### src/dual_stack_shared_memory_macros.svh
// Assertion macros for the dual stack shared memory block.
// Included by the modules that carry concurrent assertions; no other dependencies.
`ifndef DUAL_STACK_SHARED_MEMORY_MACROS_SVH
`define DUAL_STACK_SHARED_MEMORY_MACROS_SVH

// Same-cycle implication, disabled while reset is asserted.
`define DSSM_ASSERT_IMP(label, clk, rst_n, ante, cons) \
    label: assert property (@(posedge clk) disable iff (!(rst_n)) (ante) |-> (cons)) \
        else $error("dssm assertion failed");

// Next-cycle implication, disabled while reset is asserted.
`define DSSM_ASSERT_NXT(label, clk, rst_n, ante, cons) \
    label: assert property (@(posedge clk) disable iff (!(rst_n)) (ante) |=> (cons)) \
        else $error("dssm assertion failed");

`endif

### src/dssm_ram.sv
// Single-port-write, single-port-read synchronous RAM with registered read data.
// No dependencies; instantiated by dual_stack_shared_memory.
`timescale 1ns / 1ps

module dssm_ram #(
    parameter int DEPTH = 128,
    parameter int AW    = $clog2(DEPTH)
) (
    input  logic              i_clk,
    input  logic              i_we,
    input  logic [AW-1:0]     i_waddr,
    input  logic [31:0]       i_wdata,
    input  logic              i_re,
    input  logic [AW-1:0]     i_raddr,
    output logic [31:0]       o_rdata
);

    logic [31:0] r_mem [DEPTH];
    logic [31:0] r_rdata;

    // Write port.
    always_ff @(posedge i_clk) begin
        if (i_we) begin
            r_mem[i_waddr] <= i_wdata;
        end
    end

    // Read port, registered read data.
    always_ff @(posedge i_clk) begin
        if (i_re) begin
            r_rdata <= r_mem[i_raddr];
        end
    end

    assign o_rdata = r_rdata;

endmodule

### config.mk
export PLATFORM = sky130hd
export DESIGN_NAME = dssm_ram
export DESIGN_NICKNAME = d
export VERILOG_FILES = /design/src/dual_stack_shared_memory_macros.svh /design/src/dssm_ram.sv
export SDC_FILE = /design/constraint.sdc
export NUM_CORES = 2
export LEC_CHECK = 0
export ABC_CLOCK_PERIOD_IN_PS = 3850
export BUFFER_PORTS_ARGS = -buffer_cell sky130_fd_sc_hd__buf_4
export CAP_MARGIN = 10
export CORE_MARGIN = 4
export CORE_UTILIZATION = 51
export CTS_BUF_LIST = sky130_fd_sc_hd__clkbuf_8
export DETAILED_ROUTE_END_ITERATION = 8
export PLACE_DENSITY_LB_ADDON = 0.25
export SETUP_SLACK_MARGIN = 0.4
export SYNTH_ARGS = -nofsm -noshare
export SYNTH_HDL_FRONTEND = slang
export SYNTH_SLANG_ARGS = --single-unit
### constraint.sdc
create_clock -name i_clk -period 3.85 [get_ports i_clk]
set_input_delay 0.77 -clock i_clk [delete_from_list [all_inputs] [get_ports i_clk]]
set_output_delay 0.77 -clock i_clk [all_outputs]
set_load 0.05 [all_outputs]
Yosys cells after proc, flatten, opt, wreduce, memory -nomap -nowiden

Memory sizes are Yosys's and may differ from the RTL's. A register that Yosys moved wholly into a read port is not among the register bits.
Cells that the tools add are included.

Register bits after elaboration: 0
Bits in latches: 0
Bits in writable memories: 4,096
ROM bits: 0
Input port bits: 49
Word-level logic and storage cells: 3
Memories kept: 1

Memories:

| name  | words | bits a word | rd ports | clocked after memory_dff | wr ports | line           | RTL |
|---|---|---|---|---|---|---|---|
| r_mem | 128   | 32          | 1        | 1                        | 1        | dssm_ram.sv:18 | `logic [31:0] r_mem [DEPTH];` |

Add/subtract/negate cells: 0
Multipliers: 0
Divide/modulo/power cells: 0
Magnitude comparators: 0
Equality and inequality tests: 0
Shifts and indexed selects: 0
Mux-type cells: 2
Bitwise logic cells: 0
Reductions and logical operators: 0

Operators with widths:

| operator | number |
|---|---|
| $mux 1   | 2 |

Longest topological paths before layout

Word-level depth: 2
Depth in mapped cells: 8
Depth with buffers taken out: 4

Worst setup path after synthesis

No wires, ideal clock.

Path type: input to register
Start point: input i_we
End point: memory r_mem[98][0] (enable)
Arrival time: 3.548 ns
Required time: 3.389 ns
Setup slack: -0.159 ns
Stages on the path: 3
Path buffers: 1
Path through: clkbuf_1 > nand4_1 > nor3_1

Word-level cells in the longest chain between the ends: 2

RTL lines:

| item                         | line           | RTL |
|---|---|---|
| start: declaration           | dssm_ram.sv:10 | `input logic i_we,` |
| $mux 1                       | dssm_ram.sv:23 | `if (i_we) begin` |
| $mux 1 (implied by the code) | dssm_ram.sv:24 | `r_mem[i_waddr] <= i_wdata;` |
| end: declaration             | dssm_ram.sv:18 |  |

No other way between the ends.

Worst setup path after layout

Start point: register r_rdata[2] (netlist: o_rdata[2]) (read register of r_mem)
End point: output o_rdata[2]

RTL lines:

| item               | line           | RTL |
|---|---|---|
| start: declaration | dssm_ram.sv:19 | `logic [31:0] r_rdata;` |
| end: declaration   | dssm_ram.sv:15 | `output logic [31:0] o_rdata` |

No word-level cell between the ends.

==> results_dict.tcl <==
set metrics [dict create \
    grt_pass1_wl_microns 587000 \
    synth_cell_types 16 \
    antenna_left 0 \
    grt_max_degree 129 \
    final_util_pct 59.1 \
    post_cts_resized 0 \
    drt_pre_antenna_iters 5 \
    ios 81 \
    path_class "flop to primary output" \
    clockBufferDepth 4 \
    core_sq_um 306000 \
    timing.rr.end "o_rdata[25]" \
    wl_microns 420000 \
    tightest_slew_ns 1.22 \
    grt_use_total_pct 26.6 \
    max_freq_ghz 0.315 \
    clock_skew_ns 0.0872 \
    avgSynthCellArea_sq_um 26.1 \
    antenna_found_initial 49 \
    cp-end-kind "primary output" \
    crit_chain "buf_4" \
    final.min_clock_period_ns 3.17 \
    cp_top_family "flip-flops" \
    portBuffers 80 \
    hold_viol 0 \
    cp.arrival_ns 2.40 \
    rr_startpoint "r_mem[2][25]" \
    overflow 0 \
    hold_ws_ns 0.150 \
    cts_root_buffer "clkbuf_8" \
    synth_seq_cells 4128 \
    start_util_pct 51.2 \
    cts_tree "yes" \
    cp.required_ns 3.08 \
    clk_pin_slew_ns 0.06 \
    syn_to_final_growth_pct 15.3 \
    crit_fanout 3 \
    viasPerCell 6.46 \
    cts_sinks 4128 \
    final_layout_size_suffix_gt1_share_pct 39.2 \
    p_per_area_nw_per_um2 493 \
    yosysWarnings 0 \
    ff2ff_setup_slack_ns 1.09 \
    numCtsBuffers 643 \
    num_vias 74500 \
    grt_pass1_vias 75300 \
    leakage_uw 0.0566 \
    critPathMaxStageDelay_ns 0.87 \
    holdPathStages 1 \
    setup_violations 0 \
    rsz0062_at_grt "no" \
    die_w_microns 562 \
    drtIter0Drc 11300 \
    htreeDepth 6 \
    r2r_cells 4 \
    clkLatencyLatePin_ns 1.22 \
    fp.dieArea_sq_um 316000 \
    synth_area_sq_um 157000 \
    crit_buf_inv 1 \
    ys_seq_area_share_pct 79.2 \
    fillers 21100 \
    hold_start "i_wdata[17]" \
    slew_headroom_pct 18.4 \
    drc 0 \
    start_kind "flop" \
    syn-num-nets 6039 \
    nets 6985 \
    rows 203 \
    final_max_slew_viol_count 0 \
    wl_per_cell_microns 36.4 \
    worstHoldEndpoint "r_mem[96][17]" \
    gp_routability_congestion 0.829 \
    cpMaxStageDelayCell "edfxtp_1" \
    chipHeight_microns 562 \
    dp_hpwl_microns 242000 \
    postSynthCellCount 5990 \
    ir_drop_uv 384 \
    maxCapViolCount 0 \
    period_share_pct 82.4 \
    status "completed" \
    min_path_type "primary input to flop" \
]
==> flip-flops by register name (all words and copies together) (netlist names) <==
signal and count:
o_rdata 32, r_mem 4096
==> final cells by class <==
cell class              count  area [sq um]  share of cell area [%]
multi-input cells        1546         32300                    17.9
flip-flops and latches   4128        124000                    68.6
clock buffers             646          8890                    4.92
repair buffers            617          7480                    4.14
clock inverters           475          2790                    1.55
diodes                     19          47.5                  0.0263
well taps                4100          5130                    2.84
==> cell usage after synthesis <==
library cell	number	area (sq um)
edfxtp_1	4128	124000
nor2b_1	7	43.8
nand3_1	12	60.1
buf_4	3	22.5
nand2b_1	2	12.5
mux2_2	32	360
mux4_2	1344	30300
nand4_1	3	18.8
or3_1	1	6.26
buf_2	79	395
nor3_1	9	45.0
buf_1	50	188
buf_6	2	22.5
clkbuf_1	182	683
nor2_1	122	458
nand2_1	14	52.6
==> worst max path at each step <==
stage	cells past startpoint	slack, ns	startpoint	end
final	1	0.68	o_rdata[2]	o_rdata[2]
after detailed placement	8	-0.28	i_raddr[0]	o_rdata[31]
after CTS	1	0.60	o_rdata[2]	o_rdata[2]
after global routing	1	0.72	o_rdata[2]	o_rdata[2]
after global placement	8	-0.27	i_raddr[0]	o_rdata[31]
after floorplan	3	-0.16	i_we	r_mem[98][0]
==> stage by stage <==
stage / instances / power (uW) / setup slack (ns) / TNS [ns] / cell area, sq um
after floorplan: 5990 / 53200 / -0.159 / -14.07 / 157000
after global placement: 10400 / 55900 / -0.266 / -3.31 / 169000
after detailed placement: 10400 / 56000 / -0.277 / -3.56 / 169000
after CTS: 11500 / 89700 / 0.596 / 0 / 181000
after global routing: 11500 / 92100 / 0.715 / 0 / 181000
final: 11500 / 89100 / 0.678 / 0 / 181000
==> power breakdown <==
group	internal, uW	total, uW	switching [uW]	leakage, uW
sequential	49700	49900	161	0.0371
clock	16800	34000	17300	0.00667
combinational	2100	5210	3120	0.0128
total	68600	89100	20500	0.0566
==> kinds of logic (layout without fill, tap and decap cells) <==
logic type | count (synthesis) | after routing | share of synthesized area, %
other | 0 | 19 | 0
buffers and inverters | 316 | 1738 | 0.837
DFF | 4128 | 4128 | 79.2
and+or+nand+nor | 170 | 170 | 0.445
muxes | 1376 | 1376 | 19.6
==> cells in the final DEF (no fill, tap or decap), types with 13 or more instances in the layout <==
master and n:
buf_12 222, buf_4 388, bufinv_16 13, clkbuf_8 646, clkinv_1 155, clkinv_2 67
diode_2 19, edfxtp_1 4128, inv_1 184, inv_12 13, mux2_2 32, mux4_2 1344
nor2_4 119
==> what timing repair did <==
action / in CTS / in global routing
endpoints found under the hold margin: 32 / 0
hold buffers: 1 / 0
buffers inserted: 0 / 0
==> worst reg2reg max path, delay by kind of cell (launching register included) <==
kind / cells / cell delay [ns]
mux: 4 / 2.09
flops: 1 / 0.39
==> layer usage <==
layer / part of all wire, % / vias to the layer above / global-route usage, %
met4: 3.6 / 18 / 9.16
met3: 10 / 658 / 4.89
li1: - / 28500 / -
met5: 0.029 / - / 0
met1: 38 / 40600 / 38.4
met2: 48 / 4710 / 41.8
Power figures use the tool's default switching activity.
