===== src/dual_stack_shared_memory_macros.svh =====
// Assertion macros for the dual stack shared memory block.
// Included by the modules that carry concurrent assertions; no other dependencies.
`ifndef DUAL_STACK_SHARED_MEMORY_MACROS_SVH
`define DUAL_STACK_SHARED_MEMORY_MACROS_SVH

// Same-cycle implication, disabled while reset is asserted.
`define DSSM_ASSERT_IMP(label, clk, rst_n, ante, cons) \
    label: assert property (@(posedge clk) disable iff (!(rst_n)) (ante) |-> (cons)) \
        else $error("dssm assertion failed");

// Next-cycle implication, disabled while reset is asserted.
`define DSSM_ASSERT_NXT(label, clk, rst_n, ante, cons) \
    label: assert property (@(posedge clk) disable iff (!(rst_n)) (ante) |=> (cons)) \
        else $error("dssm assertion failed");

`endif


===== src/dssm_pkg.sv =====
// Package for the dual stack shared memory block: item types and codes.
// No dependencies; used by dssm_ctrl and dual_stack_shared_memory.
`timescale 1ns / 1ps

package dssm_pkg;

    // Operation codes.
    localparam logic [1:0] MODE_PUSH = 2'd0;
    localparam logic [1:0] MODE_POP  = 2'd1;
    localparam logic [1:0] MODE_PEEK = 2'd2;

    // Status codes.
    localparam logic [1:0] ST_OK    = 2'd0;
    localparam logic [1:0] ST_FULL  = 2'd1;
    localparam logic [1:0] ST_EMPTY = 2'd2;

    // Data returned for an empty stack, and for pushes and unused modes.
    localparam logic signed [31:0] EMPTY_DATA = -32'sd1;
    localparam logic signed [31:0] ZERO_DATA  = 32'sd0;

    // Request item.
    typedef struct packed {
        logic [1:0]         mode;
        logic               which_stack;
        logic signed [31:0] push_value;
    } t_req;

    // Result item.
    typedef struct packed {
        logic signed [31:0] read_value;
        logic [1:0]         status;
        logic [7:0]         size_a;
        logic [7:0]         size_b;
    } t_rsp;

endpackage


===== src/dssm_ctrl.sv =====
// Stack controller: both stack counters, memory addressing and the result register.
// Depends on dssm_pkg and dual_stack_shared_memory_macros.svh.
`timescale 1ns / 1ps
`include "dual_stack_shared_memory_macros.svh"

module dssm_ctrl #(
    parameter int DEPTH = 128,
    parameter int AW    = $clog2(DEPTH),
    parameter int CW    = $clog2(DEPTH + 1)
) (
    input  logic           i_clk,
    input  logic           i_rst_n,
    input  logic           i_start,
    output logic           o_busy,
    input  dssm_pkg::t_req i_req,
    output logic           o_valid,
    output dssm_pkg::t_rsp o_rsp,
    output logic           o_we,
    output logic [AW-1:0]  o_waddr,
    output logic [31:0]    o_wdata,
    output logic           o_re,
    output logic [AW-1:0]  o_raddr,
    input  logic [31:0]    i_rdata
);

    localparam logic [CW-1:0] DEPTH_C = CW'(DEPTH);
    localparam logic [CW:0]   DEPTH_S = (CW+1)'(DEPTH);

    typedef enum logic {
        S_IDLE,
        S_RESP
    } t_state;

    t_state          r_state;
    logic [CW-1:0]   r_cnt_a;
    logic [CW-1:0]   r_cnt_b;
    logic [1:0]      r_status;
    logic            r_use_mem;
    logic            r_valid;
    dssm_pkg::t_rsp  r_rsp;

    logic            accept;
    logic            is_b;
    logic [CW-1:0]   cnt_sel;
    logic [CW:0]     total;
    logic            full;
    logic            empty;
    logic            is_push;
    logic            is_read;
    logic            push_ok;
    logic            rd_ok;
    logic            pop_ok;
    logic [1:0]      n_status;
    logic [CW-1:0]   wslot;
    logic [CW-1:0]   rslot;
    logic [31:0]     wide_a;
    logic [31:0]     wide_b;
    logic signed [31:0] resp_data;

    // Request decode against the current counters.
    assign accept  = i_start && (r_state == S_IDLE);
    assign is_b    = i_req.which_stack;
    assign cnt_sel = is_b ? r_cnt_b : r_cnt_a;
    assign total   = {1'b0, r_cnt_a} + {1'b0, r_cnt_b};
    assign full    = (total >= DEPTH_S);
    assign empty   = (cnt_sel == '0);
    assign is_push = (i_req.mode == dssm_pkg::MODE_PUSH);
    assign is_read = (i_req.mode == dssm_pkg::MODE_POP) || (i_req.mode == dssm_pkg::MODE_PEEK);
    assign push_ok = is_push && !full;
    assign rd_ok   = is_read && !empty;
    assign pop_ok  = (i_req.mode == dssm_pkg::MODE_POP) && !empty;

    // Status of the item, known at acceptance.
    always_comb begin
        case (i_req.mode)
            dssm_pkg::MODE_PUSH: n_status = full ? dssm_pkg::ST_FULL : dssm_pkg::ST_OK;
            dssm_pkg::MODE_POP,
            dssm_pkg::MODE_PEEK: n_status = empty ? dssm_pkg::ST_EMPTY : dssm_pkg::ST_OK;
            default:             n_status = dssm_pkg::ST_OK;
        endcase
    end

    // Stack A grows up from entry 0, stack B down from the last entry.
    assign wslot = is_b ? (DEPTH_C - CW'(1) - r_cnt_b) : r_cnt_a;
    assign rslot = is_b ? (DEPTH_C - r_cnt_b) : (r_cnt_a - CW'(1));

    assign o_we    = accept && push_ok;
    assign o_waddr = wslot[AW-1:0];
    assign o_wdata = i_req.push_value;
    assign o_re    = accept && rd_ok;
    assign o_raddr = rslot[AW-1:0];

    // Result data once the memory read has landed.
    always_comb begin
        if (r_use_mem) begin
            resp_data = i_rdata;
        end else if (r_status == dssm_pkg::ST_EMPTY) begin
            resp_data = dssm_pkg::EMPTY_DATA;
        end else begin
            resp_data = dssm_pkg::ZERO_DATA;
        end
    end

    // Sizes are reported modulo 256.
    assign wide_a = 32'(r_cnt_a);
    assign wide_b = 32'(r_cnt_b);

    // Sequencer, counters and result register.
    always_ff @(posedge i_clk) begin
        if (!i_rst_n) begin
            r_state   <= S_IDLE;
            r_cnt_a   <= '0;
            r_cnt_b   <= '0;
            r_valid   <= 1'b0;
            r_status  <= dssm_pkg::ST_OK;
            r_use_mem <= 1'b0;
        end else begin
            r_valid <= 1'b0;
            case (r_state)
                S_IDLE: begin
                    if (accept) begin
                        r_status  <= n_status;
                        r_use_mem <= rd_ok;
                        if (push_ok && !is_b) begin
                            r_cnt_a <= r_cnt_a + CW'(1);
                        end
                        if (push_ok && is_b) begin
                            r_cnt_b <= r_cnt_b + CW'(1);
                        end
                        if (pop_ok && !is_b) begin
                            r_cnt_a <= r_cnt_a - CW'(1);
                        end
                        if (pop_ok && is_b) begin
                            r_cnt_b <= r_cnt_b - CW'(1);
                        end
                        r_state <= S_RESP;
                    end
                end
                S_RESP: begin
                    r_rsp.read_value <= resp_data;
                    r_rsp.status     <= r_status;
                    r_rsp.size_a     <= wide_a[7:0];
                    r_rsp.size_b     <= wide_b[7:0];
                    r_valid          <= 1'b1;
                    r_state          <= S_IDLE;
                end
                default: begin
                    r_state <= S_IDLE;
                end
            endcase
        end
    end

    assign o_busy  = (r_state == S_RESP);
    assign o_valid = r_valid;
    assign o_rsp   = r_rsp;

    // The two stacks never claim more entries than the memory holds.
    `DSSM_ASSERT_IMP(a_cap, i_clk, i_rst_n, 1'b1, total <= DEPTH_S)
    // An accepted item always moves the sequencer to S_RESP, which then registers the result and raises o_valid.
    `DSSM_ASSERT_NXT(a_accept_busy, i_clk, i_rst_n, accept, o_busy)
    `DSSM_ASSERT_NXT(a_busy_valid, i_clk, i_rst_n, o_busy, o_valid)
    // A refused push only happens with the memory completely used.
    `DSSM_ASSERT_IMP(a_full_sum, i_clk, i_rst_n, o_valid && (o_rsp.status == dssm_pkg::ST_FULL), total == DEPTH_S)
    // An empty stack reports all ones.
    `DSSM_ASSERT_IMP(a_empty_data, i_clk, i_rst_n, o_valid && (o_rsp.status == dssm_pkg::ST_EMPTY), o_rsp.read_value == dssm_pkg::EMPTY_DATA)

endmodule


===== config.mk =====
export PLATFORM = sky130hd
export DESIGN_NAME = dssm_ctrl
export DESIGN_NICKNAME = d
export VERILOG_FILES = /design/src/dssm_pkg.sv /design/src/dssm_ctrl.sv
export VERILOG_INCLUDE_DIRS = /design/src /design/src/src
export SDC_FILE = /design/constraint.sdc
export NUM_CORES = 1
export LEC_CHECK = 0
export BUFFER_PORTS_ARGS = -buffer_cell sky130_fd_sc_hd__buf_4
export CAP_MARGIN = 40
export CELL_PAD_IN_SITES_DETAIL_PLACEMENT = 1
export CELL_PAD_IN_SITES_GLOBAL_PLACEMENT = 2
export CORE_UTILIZATION = 25
export DETAILED_ROUTE_END_ITERATION = 10
export MAX_ROUTING_LAYER = met4
export PLACE_DENSITY_LB_ADDON = 0.1
export SKIP_CTS_REPAIR_TIMING = 1
export SYNTH_ARGS = -nofsm -noshare
export SYNTH_HDL_FRONTEND = slang
export SYNTH_SLANG_ARGS = --single-unit

===== constraint.sdc =====
create_clock -name i_clk -period 8.1 [get_ports i_clk]
set_input_delay 1.62 -clock i_clk [delete_from_list [all_inputs] [get_ports i_clk]]
set_output_delay 1.62 -clock i_clk [all_outputs]
set_load 0.03 [all_outputs]

Yosys cells after proc, flatten, opt, wreduce, memory -nomap -nowiden
Cells that the tools add are included.
Widths: inputs -> output; s select.
- shift-type cells: 0
- div/mod/pow operators: 0
- muxes and demuxes: 15
- multiply operators: 0
- $lt $le $gt $ge: 1
- equality and inequality tests: 3
- add/sub/neg operators: 7
- bitwise gates (word level): 1
- reductions and logical operators: 23
- operator list (kind ; number):
    $mux 32 ; 2
    $mux 8 ; 5
    $add 8x1->8 const B ; 2
    $sub 8x1->8 const B ; 2
    $mux 7 ; 2
    $logic_and 1x1->1 ; 10
    $add 8x8->9 ; 1
    $ge 9x8->1 const B ; 1
    $logic_not 8->1 ; 1
    $sub 1x7->7 const A ; 1
    $sub 7x7->7 const A ; 1
    $reduce_and 3->1 ; 2
    $eq 2x2->1 const B ; 2
    $pmux 2 s2 ; 1
    $reduce_and 2->1 ; 2
    $reduce_bool 2->1 ; 2
    $logic_not 1->1 ; 3
    $mux 1 ; 3
    $eq 2x1->1 const B ; 1
    $logic_not 2->1 ; 1
    $mux 2 ; 1
    $pmux 1 s2 ; 1
    $reduce_or 2->1 ; 1
    $logic_or 1x1->1 ; 1
    $not 1->1 ; 1
- word-level logic and storage cells: 60
- output and inout port bits: 100
- bits in registers: 71
- input port bits: 70
- memories: 0
- latch bits: 0
- bits in read-only memories: 0
- memory bits (writable): 0

Longest topological paths before layout
- depth after elaboration: 7
- gate-level depth with buffers: 12
- gate-level depth less buffers: 11

Least setup slack after synthesis
Ideal clock, no wire load.
- path type: input port to output port
- from: in i_req[32] (netlist bit)
- to: out o_waddr[1]
- data arrival time: 2775 ps
- setup slack: 3705 ps
- stages: 3
- path buffers: 2
- path through: buf_2 > buf_1 > mux2i_1
- cells in the longest elaborated chain, start to end: 1
- RTL lines (element ; RTL line ; source):
    from (decl) ; dssm_ctrl.sv:15 ; input dssm_pkg::t_req i_req,
    $mux 7 ; dssm_ctrl.sv:84 ; assign wslot = is_b ? (DEPTH_C - CW'(1) - r_cnt_b) : r_cnt_a;
    to (decl) ; dssm_ctrl.sv:19 ; output logic [AW-1:0] o_waddr,
Every way passes these cells.

Worst setup path after layout
- from: in i_req[32] (netlist bit)
- to: out o_re
- cells in the longest elaborated chain, start to end: 5
- RTL lines (element ; RTL line ; source):
    $mux 8 ; dssm_ctrl.sv:63 ; assign cnt_sel = is_b ? r_cnt_b : r_cnt_a;
    $logic_not 8->1 ; dssm_ctrl.sv:66 ; assign empty = (cnt_sel == '0);
    $logic_not 1->1 ; dssm_ctrl.sv:70 ; assign rd_ok = is_read && !empty;
    $logic_and 1x1->1 ; dssm_ctrl.sv:70 ;
    $logic_and 1x1->1 ; dssm_ctrl.sv:90 ; assign o_re = accept && rd_ok;
    to (decl) ; dssm_ctrl.sv:21 ; output logic o_re,
Every way passes these cells.

==> results.toml <==
[drt]
dr.pass1.iters = 4
vias = 3142
routed_wl_um = 11500
routed_via_density = 4.66
drt_iter0_drc = 176
avgRoutedWirePerCell_um = 17.1
ant_nets = 0
drc = 0

[finish]
multiInputGateArea_um2 = 1830
final_common_cell = "buf_4"
final_cell_mix = "buf_4 (107), edfxtp_1 (50), a21o_1 (32)"
num-nets-final = 545
drive_gt1_share_pct = 32.5
ff_latch_area_um2 = 1920
fin_util_pct = 33.0
num_antenna_cells = 0
fillCellCount = 1829
area_growth_pct = 27.6
layout.cells.non_filler = 674
final_cell_area_um2 = 5280

[yosys]
synth_top_cell_by_area = "edfxtp_1"
ys_warn_count = 0
avgSynthCellArea_um2 = 10.8
synth_top_area_share_pct = 36.3
mappedNetlistArea_um2 = 4140
synth-edff-count = 50
ys_async_sr_fraction_pct = 0
synth-seq-area-share_pct = 46.5
synthCells = 382
syn_nets = 474
yosys-top-cells-area = "edfxtp_1 (36%), dfxtp_1 (10%), ha_1 (6.0%)"
yosys.cell_types.count = 56
synth_seq_cells = 71
synth_ff_type = "edfxtp_1"

[worst_hold_path]
min_to = "r_status[0]"
timing.hold.worst.start = "r_status[0]"
hold_depth = 2
min-delay-path-class = "flop to flop"

[setup_path]
reg2reg_slack_ns = 5.13
cp.arrival_ns = 3.07
start_kind = "input pin"
reg2reg_from = "r_cnt_a[3]"
critical_path_peak_fanout = 35
crit_path_frequent_cell = "buf_4"
cp_cell_sequence = "buf_4 -> nor2b_1 -> a22o_1 -> o21ai_0 -> nand3_1 -> inv_1 -> buf_4"
worstPathRequired_ns = 6.48
max_stage_delay_ns = 0.34
worst_path_max_delay_cell = "buf_4"
regToRegEndpoint = "r_cnt_b[7]"
critPathBufInv = 3
r2r_cells = 11
timing_worst_setup_path_type = "input pin to output port"
path_delay_family = "buffers and inverters"
crit_path_end_kind = "output port"

[global_routing]
grt_pass1_vias = 3324
grt_max_degree = 36
grt_use_total_pct = 14.6
grt_antenna_before_repair = 0
grt_pass1_wl_um = 18000
overflow = 0

[pwr]
p_per_area_nw_per_um2 = 192
vdd_ir_drop_max_uv = 101
leakage_nw = 2.34

[timing]
hold_viol = 0
post-route-period-util_pct = 57.9
fin_tns_setup_ns = 0
finClkSkew_ns = 0.00678
rsz0062_at_grt = "false"
timing.final.crit_period_ns = 4.69
fmax_mhz = 213
relSlewSlack_pct = 55.4
setup_slack_ns = 3.41
finalSetupViolCount = 0
drv_slew = 0
tightest_slew_ns = 0.669

[floorplan]
io_pins = 170
core_area_um2 = 16000
die_area_um2 = 17100
start_util_pct = 25.9
die_w_um = 131
die_y_um = 131
row_count = 46

[placed_design]
dp_slack_ns = 3.43
portBuffers = 105
place_area_um2 = 4940
place_inst = 658
dp_hpwl_um = 8320
gp_routability_congestion = 0.747

[cts]
cts_buffer_depth = 2
cts_tree = "done"
clock_latency_ns = 0.34
h-tree-depth = 3
cts_root_buf = "clkbuf_16"
cts-buffers-inserted = 9
cts.clk_slew.worst_paths_ns = 0.06
cts.sinks = 71

[run_status]
status = "finished clean"

[job]
max_cap_viol_count = 0
[cells in the mapped netlist, types with 2 or more instances]
master and count:
edfxtp_1 50, buf_4 33, a21o_1 32, nand2_1 31
dfxtp_1 21, ha_1 20, a21oi_1 18, inv_1 17
nor2_1 15, nand3_1 14, mux2i_1 13, xnor2_1 12
clkbuf_1 10, o21ai_0 9, o211ai_1 7, a22oi_2 5
nand2b_1 5, nor3_1 5, and3_1 4, nor2b_1 4
a211oi_1 3, buf_2 3, nor4_2 3, o21a_1 3
o21bai_1 3, a211o_1 2, a311oi_2 2, and2_1 2
and4_1 2, buf_6 2, fa_1 2, nand4_1 2
nand4b_1 2, o21ai_1 2, or3_1 2, xor2_1 2
[through the flow]
stage	power, mW	hold slack [ns]
after global placement	0.557	0.455
after floorplan	0.532	0.422
after detailed placement	0.560	0.454
final	1.02	0.479
after global routing	1.06	0.495
after CTS	1.03	0.475
[kinds of logic (layout without fill, tap and decap cells)]
kind of cell / after synthesis / in the layout / synth area share (%)
flops: 71 / 71 / 46.5
buf+inv: 66 / 142 / 9.44
mux: 13 / 13 / 3.15
simple gates: 98 / 98 / 12.9
compound gates: 98 / 98 / 18.1
xor+xnor: 14 / 14 / 2.96
fa+ha+maj: 22 / 22 / 7.02
[sequential cells by signal, summed over array words and instances, names as in the netlist]
name and flops:
r_cnt_a 8, r_status 2, r_use_mem 1, o_rsp 50
r_cnt_b 8, o_valid 1, o_busy 1
[power by group]
group / switching [mW] / internal (mW) / leakage (nW) / total (mW)
clock network: 0.163 / 0.302 / 0.170 / 0.465
registers: 0.00857 / 0.400 / 0.627 / 0.409
logic: 0.0823 / 0.0590 / 1.54 / 0.141
total: 0.254 / 0.761 / 2.34 / 1.02
[worst register-to-register path, delay by kind of cell (launching register included)]
| kind | cells | cell delay (ns) |
|---|---|---|
| buffers and inverters | 1 | 0.19 |
| adders and majority gates | 1 | 0.31 |
| DFF | 1 | 0.43 |
| xor gates and xnor gates | 1 | 0.11 |
| muxes | 1 | 0.19 |
| AOI/OAI and AO/OA | 6 | 1.33 |
| and+or+nand+nor | 1 | 0.36 |
[area by class of cell]
type | instances | area share (%)
clock buffers | 9 | 4.27
clock inverters | 7 | 2.23
inverters | 17 | 1.21
multi-input cells | 245 | 34.7
flip-flops and latches | 71 | 36.4
well taps | 216 | 5.12
repair buffers | 109 | 16.1
[how the worst max path moves through the flow]
stage | startpoint | endpoint | slack (ns) | depth (start not counted)
2_1_floorplan | i_req[32] | o_waddr[1] | 3.71 | 3
3_3_place_gp | i_req[32] | o_re | 3.50 | 7
3_5_place_dp | i_req[32] | o_re | 3.43 | 7
4_1_cts | i_req[32] | o_re | 3.41 | 7
5_1_grt | i_req[32] | o_re | 3.28 | 7
6_report | i_req[32] | o_re | 3.41 | 7
[layer usage]
layer	vias up	routed length (um)	track usage [%]
met3	29	718	2.65
met5	-	0	-
met2	112	5210	23.1
met4	0	269	7.10
li1	1497	-	-
met1	1504	5330	18.0
No activity file was read; power rests on OpenSTA's default activity.
